## src/design/orbit_camera_update_assert.svh

```systemverilog
// Assertion macros for the orbit camera block.
`ifndef ORBIT_CAMERA_UPDATE_ASSERT_SVH
`define ORBIT_CAMERA_UPDATE_ASSERT_SVH

// Condition that must hold at every clock edge out of reset.
`define OCU_ALWAYS(lbl, cond, msg) \
    lbl: assert property (@(posedge i_clk) disable iff (!i_rst_n) (cond)) else $error(msg);

// Antecedent in this cycle implies consequent in the same cycle.
`define OCU_IMPLY(lbl, ante, cons, msg) \
    lbl: assert property (@(posedge i_clk) disable iff (!i_rst_n) (ante) |-> (cons)) \
        else $error(msg);

`endif

```

## src/design/ocu_pkg.sv

```systemverilog
// Constants and the arctangent table of the orbit camera block.
package ocu_pkg;

    localparam int CORDIC_STEPS_DEF   = 16;
    localparam int POSITION_WIDTH_DEF = 32;

    typedef enum logic [1:0] {
        ACT_ROTATE = 2'd0,
        ACT_PAN_XY = 2'd1,
        ACT_PAN_Z  = 2'd2,
        ACT_SCROLL = 2'd3
    } t_action;

    localparam logic signed [17:0] CORDIC_GAIN = 18'sd39797;
    localparam logic signed [17:0] PAN_SCALE_K = 18'sd50332;
    localparam logic signed [17:0] ZOOM_OUT_K  = 18'sd75366;
    localparam logic signed [17:0] ZOOM_IN_K   = 18'sd56988;
    localparam logic [25:0]        RANGE_RESET = 26'd655360;
    localparam logic signed [63:0] RANGE_MAX   = 64'sd65536000;
    localparam logic signed [63:0] RANGE_MIN   = 64'sd66;
    localparam logic signed [18:0] AZ_HALF     = 19'sd46080;
    localparam logic signed [18:0] AZ_FULL     = 19'sd92160;
    localparam logic signed [16:0] EL_LIMIT    = 17'sd22784;
    localparam logic signed [24:0] DEG90_Q16   = 25'sd5898240;
    localparam logic signed [24:0] DEG180_Q16  = 25'sd11796480;

    // atan(2^-i) in degrees, Q.16
    function automatic logic [22:0] atan_q16(input logic [4:0] idx);
        logic [22:0] v;
        case (idx)
            5'd0:    v = 23'd2949120;
            5'd1:    v = 23'd1740967;
            5'd2:    v = 23'd919879;
            5'd3:    v = 23'd466945;
            5'd4:    v = 23'd234379;
            5'd5:    v = 23'd117304;
            5'd6:    v = 23'd58666;
            5'd7:    v = 23'd29335;
            5'd8:    v = 23'd14668;
            5'd9:    v = 23'd7334;
            5'd10:   v = 23'd3667;
            5'd11:   v = 23'd1833;
            5'd12:   v = 23'd917;
            5'd13:   v = 23'd458;
            5'd14:   v = 23'd229;
            5'd15:   v = 23'd115;
            5'd16:   v = 23'd57;
            5'd17:   v = 23'd29;
            5'd18:   v = 23'd14;
            5'd19:   v = 23'd7;
            5'd20:   v = 23'd4;
            5'd21:   v = 23'd2;
            5'd22:   v = 23'd1;
            default: v = 23'd0;
        endcase
        return v;
    endfunction

endpackage

```

## src/design/orbit_camera_update.sv

```systemverilog
// Orbit camera state engine: event update, CORDIC sin/cos and eye position.
//
// Takes one mouse event at a time (rotate, pan in xy, pan in z, scroll) and
// returns the eye position, focus, distance and angles after it. The input
// stalls from the transfer until the result is loaded into the output
// register. Pan in xy adds a pass through the pan product states, and pan in z
// or a scroll that moves adds a multiply; the iterative CORDIC, run once per
// angle, and the single shared 27x18 multiplier serve every event. A new
// event may be taken while the previous result still waits at the output.
module orbit_camera_update #(
    parameter int CORDIC_STEPS   = ocu_pkg::CORDIC_STEPS_DEF,
    parameter int POSITION_WIDTH = ocu_pkg::POSITION_WIDTH_DEF
) (
    input  logic               i_clk,
    input  logic               i_rst_n,
    input  logic               i_in_valid,
    output logic               o_in_stall,
    input  logic [1:0]         i_action,
    input  logic signed [15:0] i_move_x,
    input  logic signed [15:0] i_move_y,
    input  logic signed [1:0]  i_wheel,
    output logic               o_out_valid,
    input  logic               i_out_stall,
    output logic signed [31:0] o_eye_x,
    output logic signed [31:0] o_eye_y,
    output logic signed [31:0] o_eye_z,
    output logic signed [31:0] o_focus_x,
    output logic signed [31:0] o_focus_y,
    output logic signed [31:0] o_focus_z,
    output logic [25:0]        o_range_out,
    output logic signed [16:0] o_azimuth_out,
    output logic signed [15:0] o_elevation_out
);
    `include "orbit_camera_update_assert.svh"

    localparam int PW    = POSITION_WIDTH;
    localparam int StepW = (CORDIC_STEPS > 1) ? $clog2(CORDIC_STEPS) : 1;
    localparam logic [StepW-1:0] LastStep = StepW'(CORDIC_STEPS - 1);
    localparam logic signed [63:0] PosMax = (64'sd1 <<< (PW - 1)) - 64'sd1;
    localparam logic signed [63:0] PosMin = -PosMax - 64'sd1;

    typedef enum logic [4:0] {
        S_IDLE, S_MSCALE, S_SCALE, S_MPANZ, S_PANZ, S_MZOOM, S_ZOOM,
        S_CLOAD, S_COR,
        S_P1, S_P2, S_P3, S_P4, S_P5, S_P6, S_P7, S_P8, S_P9,
        S_E1, S_E2, S_E3, S_E4, S_E5, S_OUT
    } t_state;

    typedef enum logic [1:0] {
        COR_PAN, COR_AZ, COR_EL
    } t_cor_tgt;

    function automatic logic signed [63:0] rnd16(input logic signed [63:0] v);
        return (v + 64'sd32768) >>> 16;
    endfunction

    function automatic logic signed [63:0] rnd32(input logic signed [63:0] v);
        return (v + 64'sd2147483648) >>> 32;
    endfunction

    function automatic logic signed [PW-1:0] sat_pos(input logic signed [63:0] v);
        logic signed [63:0] r;
        r = v;
        if (v > PosMax) r = PosMax;
        if (v < PosMin) r = PosMin;
        return PW'(r);
    endfunction

    t_state   r_state;
    t_cor_tgt r_ctgt;

    logic [1:0]         r_action;
    logic signed [15:0] r_mx;
    logic signed [15:0] r_my;
    logic signed [1:0]  r_wh;

    logic signed [16:0] r_az;
    logic signed [15:0] r_el;
    logic [25:0]        r_range;
    logic signed [PW-1:0] r_fx, r_fy, r_fz;

    logic [25:0]        r_scale;
    logic signed [44:0] r_prod;
    logic signed [44:0] r_acc;
    logic signed [34:0] r_t, r_u;
    logic signed [26:0] r_rc;
    logic signed [17:0] r_sa, r_ca, r_se, r_ce;
    logic signed [PW-1:0] r_ex, r_ey, r_ez;

    logic [StepW-1:0]   r_cstep;
    logic signed [24:0] r_cz;
    logic signed [19:0] r_cx, r_cy;
    logic               r_cneg;

    logic               r_out_valid;
    logic signed [PW-1:0] r_oex, r_oey, r_oez, r_ofx, r_ofy, r_ofz;
    logic [25:0]        r_orange;
    logic signed [16:0] r_oaz;
    logic signed [15:0] r_oel;

    logic signed [26:0] mul_a;
    logic signed [17:0] mul_b;
    logic signed [26:0] range_s;
    logic signed [26:0] scale_s;

    logic signed [19:0] cor_dx, cor_dy, cor_nx, cor_ny;
    logic signed [24:0] cor_at, cor_nz, cor_z0;
    logic signed [16:0] cor_ang;

    logic signed [18:0] rot_az;
    logic signed [16:0] rot_el;
    logic signed [63:0] zoom_v;
    logic signed [63:0] pan_v;
    logic               out_load;

    assign range_s = $signed({1'b0, r_range});
    assign scale_s = $signed({1'b0, r_scale});
    // result register free, or its transfer happens now
    assign out_load = (r_state == S_OUT) && (!r_out_valid || !i_out_stall);

    // shared multiplier operands
    always_comb begin
        mul_a = range_s;
        mul_b = ocu_pkg::PAN_SCALE_K;
        case (r_state)
            S_MSCALE: begin mul_a = range_s; mul_b = ocu_pkg::PAN_SCALE_K; end
            S_MPANZ:  begin mul_a = scale_s; mul_b = 18'(r_my); end
            S_MZOOM: begin
                mul_a = range_s;
                mul_b = r_wh[1] ? ocu_pkg::ZOOM_IN_K : ocu_pkg::ZOOM_OUT_K;
            end
            S_P1: begin mul_a = 27'(r_mx); mul_b = r_ca; end
            S_P2: begin mul_a = 27'(r_my); mul_b = r_sa; end
            S_P3: begin mul_a = 27'(r_mx); mul_b = r_sa; end
            S_P4: begin mul_a = 27'(r_my); mul_b = r_ca; end
            S_P5: begin mul_a = scale_s; mul_b = $signed({1'b0, r_t[16:0]}); end
            S_P6: begin mul_a = scale_s; mul_b = r_t[34:17]; end
            S_P7: begin mul_a = scale_s; mul_b = $signed({1'b0, r_u[16:0]}); end
            S_P8: begin mul_a = scale_s; mul_b = r_u[34:17]; end
            S_E1: begin mul_a = range_s; mul_b = r_ce; end
            S_E2: begin mul_a = range_s; mul_b = r_se; end
            S_E3: begin mul_a = r_rc; mul_b = r_ca; end
            S_E4: begin mul_a = r_rc; mul_b = r_sa; end
            default: begin mul_a = range_s; mul_b = ocu_pkg::PAN_SCALE_K; end
        endcase
    end

    // one CORDIC rotation step, and the folded start angle
    always_comb begin
        cor_dx = r_cy >>> r_cstep;
        cor_dy = r_cx >>> r_cstep;
        cor_at = $signed({2'b00, ocu_pkg::atan_q16(5'(r_cstep))});
        if (!r_cz[24]) begin
            cor_nx = r_cx - cor_dx;
            cor_ny = r_cy + cor_dy;
            cor_nz = r_cz - cor_at;
        end else begin
            cor_nx = r_cx + cor_dx;
            cor_ny = r_cy - cor_dy;
            cor_nz = r_cz + cor_at;
        end
        cor_ang = (r_ctgt == COR_EL) ? 17'(r_el) : r_az;
        cor_z0  = {cor_ang, 8'b0};
    end

    always_comb begin
        rot_az = 19'(r_az) + 19'(r_mx);
        if (rot_az > ocu_pkg::AZ_HALF) rot_az = rot_az - ocu_pkg::AZ_FULL;
        if (rot_az < -ocu_pkg::AZ_HALF) rot_az = rot_az + ocu_pkg::AZ_FULL;
        rot_el = 17'(r_el) + 17'(r_my);
        if (rot_el < -ocu_pkg::EL_LIMIT) rot_el = -ocu_pkg::EL_LIMIT;
        if (rot_el > ocu_pkg::EL_LIMIT) rot_el = ocu_pkg::EL_LIMIT;
        zoom_v = rnd16(64'(r_prod));
        if (!r_wh[1] && zoom_v > ocu_pkg::RANGE_MAX) zoom_v = ocu_pkg::RANGE_MAX;
        if (r_wh[1] && zoom_v < ocu_pkg::RANGE_MIN) zoom_v = ocu_pkg::RANGE_MIN;
        // scale * (hi * 2^17 + lo)
        pan_v = rnd32(64'(r_acc) + (64'(r_prod) <<< 17));
    end

    always_ff @(posedge i_clk) begin
        r_prod <= mul_a * mul_b;
        if (!i_rst_n) begin
            r_state     <= S_IDLE;
            r_ctgt      <= COR_AZ;
            r_out_valid <= 1'b0;
            r_az        <= '0;
            r_el        <= '0;
            r_range     <= ocu_pkg::RANGE_RESET;
            r_fx        <= '0;
            r_fy        <= '0;
            r_fz        <= '0;
            r_cstep     <= '0;
        end else begin
            if (out_load) r_out_valid <= 1'b1;
            else if (r_out_valid && !i_out_stall) r_out_valid <= 1'b0;
            case (r_state)
                S_IDLE: begin
                    if (i_in_valid) begin
                        r_action <= i_action;
                        r_mx     <= i_move_x;
                        r_my     <= i_move_y;
                        r_wh     <= i_wheel;
                        r_state  <= S_MSCALE;
                    end
                end
                S_MSCALE: r_state <= S_SCALE;
                S_SCALE: begin
                    r_scale <= 26'(rnd16(64'(r_prod)));
                    case (ocu_pkg::t_action'(r_action))
                        ocu_pkg::ACT_ROTATE: begin
                            r_az    <= 17'(rot_az);
                            r_el    <= 16'(rot_el);
                            r_ctgt  <= COR_AZ;
                            r_state <= S_CLOAD;
                        end
                        ocu_pkg::ACT_PAN_XY: begin
                            r_ctgt  <= COR_PAN;
                            r_state <= S_CLOAD;
                        end
                        ocu_pkg::ACT_PAN_Z: begin
                            r_ctgt  <= COR_AZ;
                            r_state <= S_MPANZ;
                        end
                        default: begin
                            r_ctgt  <= COR_AZ;
                            r_state <= (r_wh != 2'sd0) ? S_MZOOM : S_CLOAD;
                        end
                    endcase
                end
                S_MPANZ: r_state <= S_PANZ;
                S_PANZ: begin
                    r_fz    <= sat_pos(64'(r_fz) - rnd16(64'(r_prod)));
                    r_state <= S_CLOAD;
                end
                S_MZOOM: r_state <= S_ZOOM;
                S_ZOOM: begin
                    r_range <= 26'(zoom_v);
                    r_state <= S_CLOAD;
                end
                S_CLOAD: begin
                    r_cx    <= 20'(ocu_pkg::CORDIC_GAIN);
                    r_cy    <= '0;
                    r_cstep <= '0;
                    if (cor_z0 > ocu_pkg::DEG90_Q16) begin
                        r_cz   <= cor_z0 - ocu_pkg::DEG180_Q16;
                        r_cneg <= 1'b1;
                    end else if (cor_z0 < -ocu_pkg::DEG90_Q16) begin
                        r_cz   <= cor_z0 + ocu_pkg::DEG180_Q16;
                        r_cneg <= 1'b1;
                    end else begin
                        r_cz   <= cor_z0;
                        r_cneg <= 1'b0;
                    end
                    r_state <= S_COR;
                end
                S_COR: begin
                    r_cx    <= cor_nx;
                    r_cy    <= cor_ny;
                    r_cz    <= cor_nz;
                    r_cstep <= (r_cstep == LastStep) ? '0 : r_cstep + 1'b1;
                    if (r_cstep == LastStep) begin
                        if (r_ctgt == COR_EL) begin
                            r_se    <= 18'(r_cneg ? -cor_ny : cor_ny);
                            r_ce    <= 18'(r_cneg ? -cor_nx : cor_nx);
                            r_state <= S_E1;
                        end else begin
                            r_sa    <= 18'(r_cneg ? -cor_ny : cor_ny);
                            r_ca    <= 18'(r_cneg ? -cor_nx : cor_nx);
                            r_state <= (r_ctgt == COR_PAN) ? S_P1 : S_CLOAD;
                            r_ctgt  <= (r_ctgt == COR_PAN) ? COR_PAN : COR_EL;
                        end
                    end
                end
                S_P1: r_state <= S_P2;
                S_P2: begin
                    r_acc   <= r_prod;
                    r_state <= S_P3;
                end
                S_P3: begin
                    r_t     <= 35'(r_acc - r_prod);
                    r_state <= S_P4;
                end
                S_P4: begin
                    r_acc   <= r_prod;
                    r_state <= S_P5;
                end
                S_P5: begin
                    r_u     <= 35'(r_acc + r_prod);
                    r_state <= S_P6;
                end
                S_P6: begin
                    r_acc   <= r_prod;
                    r_state <= S_P7;
                end
                S_P7: begin
                    r_fy    <= sat_pos(64'(r_fy) + pan_v);
                    r_state <= S_P8;
                end
                S_P8: begin
                    r_acc   <= r_prod;
                    r_state <= S_P9;
                end
                S_P9: begin
                    r_fx    <= sat_pos(64'(r_fx) - pan_v);
                    r_ctgt  <= COR_EL;
                    r_state <= S_CLOAD;
                end
                S_E1: r_state <= S_E2;
                S_E2: begin
                    r_rc    <= 27'(rnd16(64'(r_prod)));
                    r_state <= S_E3;
                end
                S_E3: begin
                    r_ez    <= sat_pos(64'(r_fz) - rnd16(64'(r_prod)));
                    r_state <= S_E4;
                end
                S_E4: begin
                    r_ex    <= sat_pos(64'(r_fx) + rnd16(64'(r_prod)));
                    r_state <= S_E5;
                end
                S_E5: begin
                    r_ey    <= sat_pos(64'(r_fy) + rnd16(64'(r_prod)));
                    r_state <= S_OUT;
                end
                S_OUT: begin
                    // wait until the previous result has been transferred
                    if (out_load) begin
                        r_oex       <= r_ex;
                        r_oey       <= r_ey;
                        r_oez       <= r_ez;
                        r_ofx       <= r_fx;
                        r_ofy       <= r_fy;
                        r_ofz       <= r_fz;
                        r_orange    <= r_range;
                        r_oaz       <= r_az;
                        r_oel       <= r_el;
                        r_state     <= S_IDLE;
                    end
                end
                default: r_state <= S_IDLE;
            endcase
        end
    end

    assign o_in_stall      = (r_state != S_IDLE);
    assign o_out_valid     = r_out_valid;
    assign o_eye_x         = 32'(r_oex);
    assign o_eye_y         = 32'(r_oey);
    assign o_eye_z         = 32'(r_oez);
    assign o_focus_x       = 32'(r_ofx);
    assign o_focus_y       = 32'(r_ofy);
    assign o_focus_z       = 32'(r_ofz);
    assign o_range_out     = r_orange;
    assign o_azimuth_out   = r_oaz;
    assign o_elevation_out = r_oel;

    `OCU_ALWAYS(a_range_bounds, (r_range >= 26'd66) && (r_range <= 26'd65536000), "range")
    `OCU_ALWAYS(a_elev_bounds, (r_el >= -16'sd22784) && (r_el <= 16'sd22784), "elevation")
    `OCU_ALWAYS(a_azim_bounds, (r_az >= -17'sd46080) && (r_az <= 17'sd46080), "azimuth")
    `OCU_IMPLY(a_cor_step, r_state == S_COR, r_cstep <= LastStep, "CORDIC step overrun")
endmodule

```

## config.mk

```make
export PLATFORM = sky130hd
export DESIGN_NAME = orbit_camera_update
export DESIGN_NICKNAME = d
export VERILOG_FILES = /design/src/design/ocu_pkg.sv /design/src/design/orbit_camera_update.sv
export VERILOG_INCLUDE_DIRS = /design/src /design/src/design
export SDC_FILE = /design/constraint.sdc
export NUM_CORES = 2
export LEC_CHECK = 0
export ABC_AREA = 0
export BUFFER_PORTS_ARGS = -buffer_cell sky130_fd_sc_hd__buf_2
export CAP_MARGIN = 20
export CORE_UTILIZATION = 41
export CTS_CLUSTER_DIAMETER = 200
export DETAILED_ROUTE_END_ITERATION = 10
export GPL_ROUTABILITY_DRIVEN = 0
export MAX_ROUTING_LAYER = met4
export PLACE_DENSITY = 0.59
export SETUP_SLACK_MARGIN = 0.4
export SLEW_MARGIN = 20
export SYNTH_ARGS = -nofsm -noshare
export SYNTH_HDL_FRONTEND = slang
export SYNTH_SLANG_ARGS = --single-unit
```

## constraint.sdc

```tcl
create_clock -name i_clk -period 51.8 [get_ports i_clk]
set_input_delay 5.18 -clock i_clk [delete_from_list [all_inputs] [get_ports i_clk]]
set_output_delay 5.18 -clock i_clk [all_outputs]
set_load 0.02 [all_outputs]
```

==> results by group <==
Run status
  – Outcome: complete, no violations

Worst setup path
  – R2R Setup Slk: 40.95 ns
  – CP max-delay cell: dfxtp_1
  – Worst EP required: 52.47 ns
  – Critical path arrival: 11.52 ns
  – R2R cell count: 32
  – Critical path fanouts, max: 68
  – Crit start category: flop
  – WS Path Type: flop to flop
  – CP endpoint kind: flop
  – Crit path top cell by count: fa_1
  – Crit path largest cell delay: 0.82 ns

Finish
  – Footprint of the multi-input gates: 42,500 um2
  – Finished Core Util: 46.1%
  – Post-route cell area: 80,100 um2
  – Final nets: 8,724
  – Area growth from synthesis to layout: 11.6%
  – FF+latch area: 25,400 um2
  – Finished Layout Cells: 10,100
  – Fillers: 16,400
  – Layout cells sized above 1: 9.60%

Pwr
  – Sw power: 1.10 mW
  – Comb power frac: 40.2%
  – Net Sw Frac: 39.2%
  – Clk network pwr share: 27.9%
  – P per Cell Area: 35.0 nW/um2
  – Total power: 2.81 mW
  – Sequential power share: 31.9%
  – VDD IR max: 0.0312 mV
  – Static Leak: 34.1 nW
  – Int Pwr: 1.70 mW

Global route
  – Initial antenna violation count: 25
  – Vias in the first global route: 55,200
  – Gr ovfl total: 0
  – Largest net degree at the start of global routing: 131
  – Global Route Usage Sum: 26.7%
  – Global-route wire length before repair: 344,000 um

Clocking
  – TritonCTS clock tree: done
  – Clk sinks: 923
  – CTS Hold Bufs: 0
  – Post_cts resized: 0
  – CTS H-tree depth: 3
  – Postcts setup bufs: 0
  – Clock buffer depth: 3
  – CTS Root Buffer Type: clkbuf_16
  – Worst-Skew Late Latency: 0.79 ns
  – Cts bufs inserted: 104
  – Clk slew on worst S/H paths: 0.07 ns

Floorplan
  – Core Area: 174,000 um2
  – DIE WIDTH: 421 um
  – Die Area: 177,000 um2
  – Die Y: 421 um
  – Site Rows: 153
  – Initial Util: 41.3%
  – IO Count: 293

STA
  – Headroom to the max-slew limit: 11.2%
  – Clock Skews: 0.114 ns
  – Final Max Tran Viols: 0
  – Unrepaired setup endpoints after global routing: no
  – Worst-Margin Slew: 1.33 ns
  – Total Neg Setup Slack: 0 ns
  – Final min period: 10.85 ns
  – Final cycle utilization of the critical path: 20.9%
  – Final Setup Violations: 0
  – Max Fclk: 92.2 MHz
  – Fin. Hold Viols: 0

Logic synthesis
  – Synth warn: 0
  – Seq cells post-synth: 923
  – Count leader, synth: inv_1
  – Mapped cell area: 71,800 um2
  – Commonest cells post-synth: inv_1, edfxtp_1, nand2_1
  – Ys flop type: edfxtp_1
  – EDFF count, synth: 689
  – Async S/R FF share, synth: 0%
  – Area contributors post-synth: edfxtp_1, fa_1, ha_1
  – Sequential area share after synthesis: 35.3%
  – Netlist cell types: 104
  – Area leader, netlist: edfxtp_1
  – Share of the synthesized area in the top cell type: 28.8%
  – Synthesized area per cell: 9.71 um2
  – Post-Syn Instances: 7,393
  – Syn nets: 8,460

Detailed routing
  – DR WL/cell: 22.9 um
  – Via count: 56,800
  – DRT antenna net count: 0
  – Final WL: 232,000 um
  – Via density: 5.63
  – TritonRoute pass-1 iters: 8
  – # DRC: 0
  – Starting DRC count in detailed routing: 5,629

Worst hold path
  – Worst min path class: flop to flop
  – Hold Path Depth: 0

Placed design
  – I/O Buffers: 292
  – Placed inst area: 76,400 um2
  – Placed cells: 9,874
  – Post-DP HPWL: 180,000 um

Flow run
  – Maximum capacitance violations: 0
-- routing by layer --
metal / track usage (%) / share of wire, %
met1: 34.2 / 41
met2: 41.5 / 46
met3: 3.93 / 7.4
met4: 12.9 / 5.2
met5: - / 0
-- per-stage QoR --
| stage | worst slack [ns] | hold WS, ns |
|---|---|---|
| after global placement | 41.22 | 0.404 |
| after CTS | 40.84 | 0.419 |
| after detailed placement | 40.95 | 0.405 |
| final | 40.95 | 0.414 |
| after floorplan | 5.50 | 0.400 |
| after global routing | 40.20 | 0.422 |
-- cell families (layout without fill, tap and decap cells) --
| group | after synthesis | after routing | share of synthesized area, % |
|---|---|---|---|
| XOR/XNOR | 461 | 461 | 5.62 |
| flip-flops | 923 | 923 | 35.3 |
| AND/OR/NAND/NOR | 1954 | 1954 | 12.3 |
| adder cells (fa/ha/maj) | 1066 | 1066 | 23.5 |
| multiplexers | 84 | 84 | 1.72 |
| buffers and inverters | 1129 | 1483 | 5.96 |
| other | 0 | 24 | 0 |
| AO/OA/AOI/OAI | 1776 | 1776 | 15.5 |
-- area by class of cell --
| class | instances | area share, % |
|---|---|---|
| clock buffers | 124 | 3.47 |
| multi-input cells | 5341 | 53.0 |
| repair buffers | 417 | 3.03 |
| clock inverters | 72 | 1.04 |
| diodes | 24 | 0.0749 |
| well taps | 2325 | 3.63 |
| flip-flops and latches | 923 | 31.7 |
| inverters | 870 | 4.08 |
-- path summary, 6_finish.rpt --
path	start	to
min reg2reg	r_ex[10]	o_eye_x[10]
max reg2reg	r_state[3]	r_prod[43]
max	r_state[3]	r_prod[43]
min	r_ex[10]	o_eye_x[10]
-- power groups by stage --
stage / Combinational (mW) / Clock, mW / Sequential (mW)
after CTS: 1.11 / 0.796 / 0.892
after floorplan: 0.765 / 0 / 0.877
after global placement: 1.08 / 0 / 0.908
after detailed placement: 1.10 / 0 / 0.908
after global routing: 1.23 / 0.824 / 0.894
final: 1.13 / 0.784 / 0.895
-- cell usage in the layout (no fill, tap or decap), drive strengths merged, types with 102 or more instances in the layout --
| cell | synthesis | final |
|---|---|---|
| inv | 868 | 876 |
| edfxtp | 689 | 689 |
| nand2 | 675 | 675 |
| nor2 | 597 | 597 |
| a21oi | 589 | 589 |
| ha | 542 | 542 |
| fa | 485 | 485 |
| o21ai | 443 | 443 |
| buf | 34 | 417 |
| xnor2 | 310 | 310 |
| dfxtp | 234 | 234 |
| xor2 | 151 | 151 |
| a21o | 146 | 146 |
| clkbuf | 225 | 124 |
| nand3 | 112 | 112 |
| nand2b | 107 | 107 |
| nor3 | 102 | 102 |
-- flip-flops by register name, summed over array words and instances, names as in the netlist, 22 cells and up --
signal,flops
cor_at,22
o_eye_x,32
o_eye_y,32
o_eye_z,32
o_focus_x,32
o_focus_y,32
o_focus_z,32
o_range_out,26
r_acc,45
r_cz,25
r_ex,32
r_ey,32
r_ez,32
r_fx,32
r_fy,32
r_fz,32
r_prod,45
r_range,26
r_rc,27
r_scale,26
r_t,35
r_u,35
-- worst max-delay path, delay by kind of cell (launching register included) --
kind | cells | cell delay, ns
AO/OA/AOI/OAI | 8 | 2.52
adder cells (fa/ha/maj) | 7 | 3.56
buffers and inverters | 6 | 1.08
flip-flops | 1 | 0.82
AND/OR/NAND/NOR | 11 | 2.71
(Power assumes the default switching activity.)
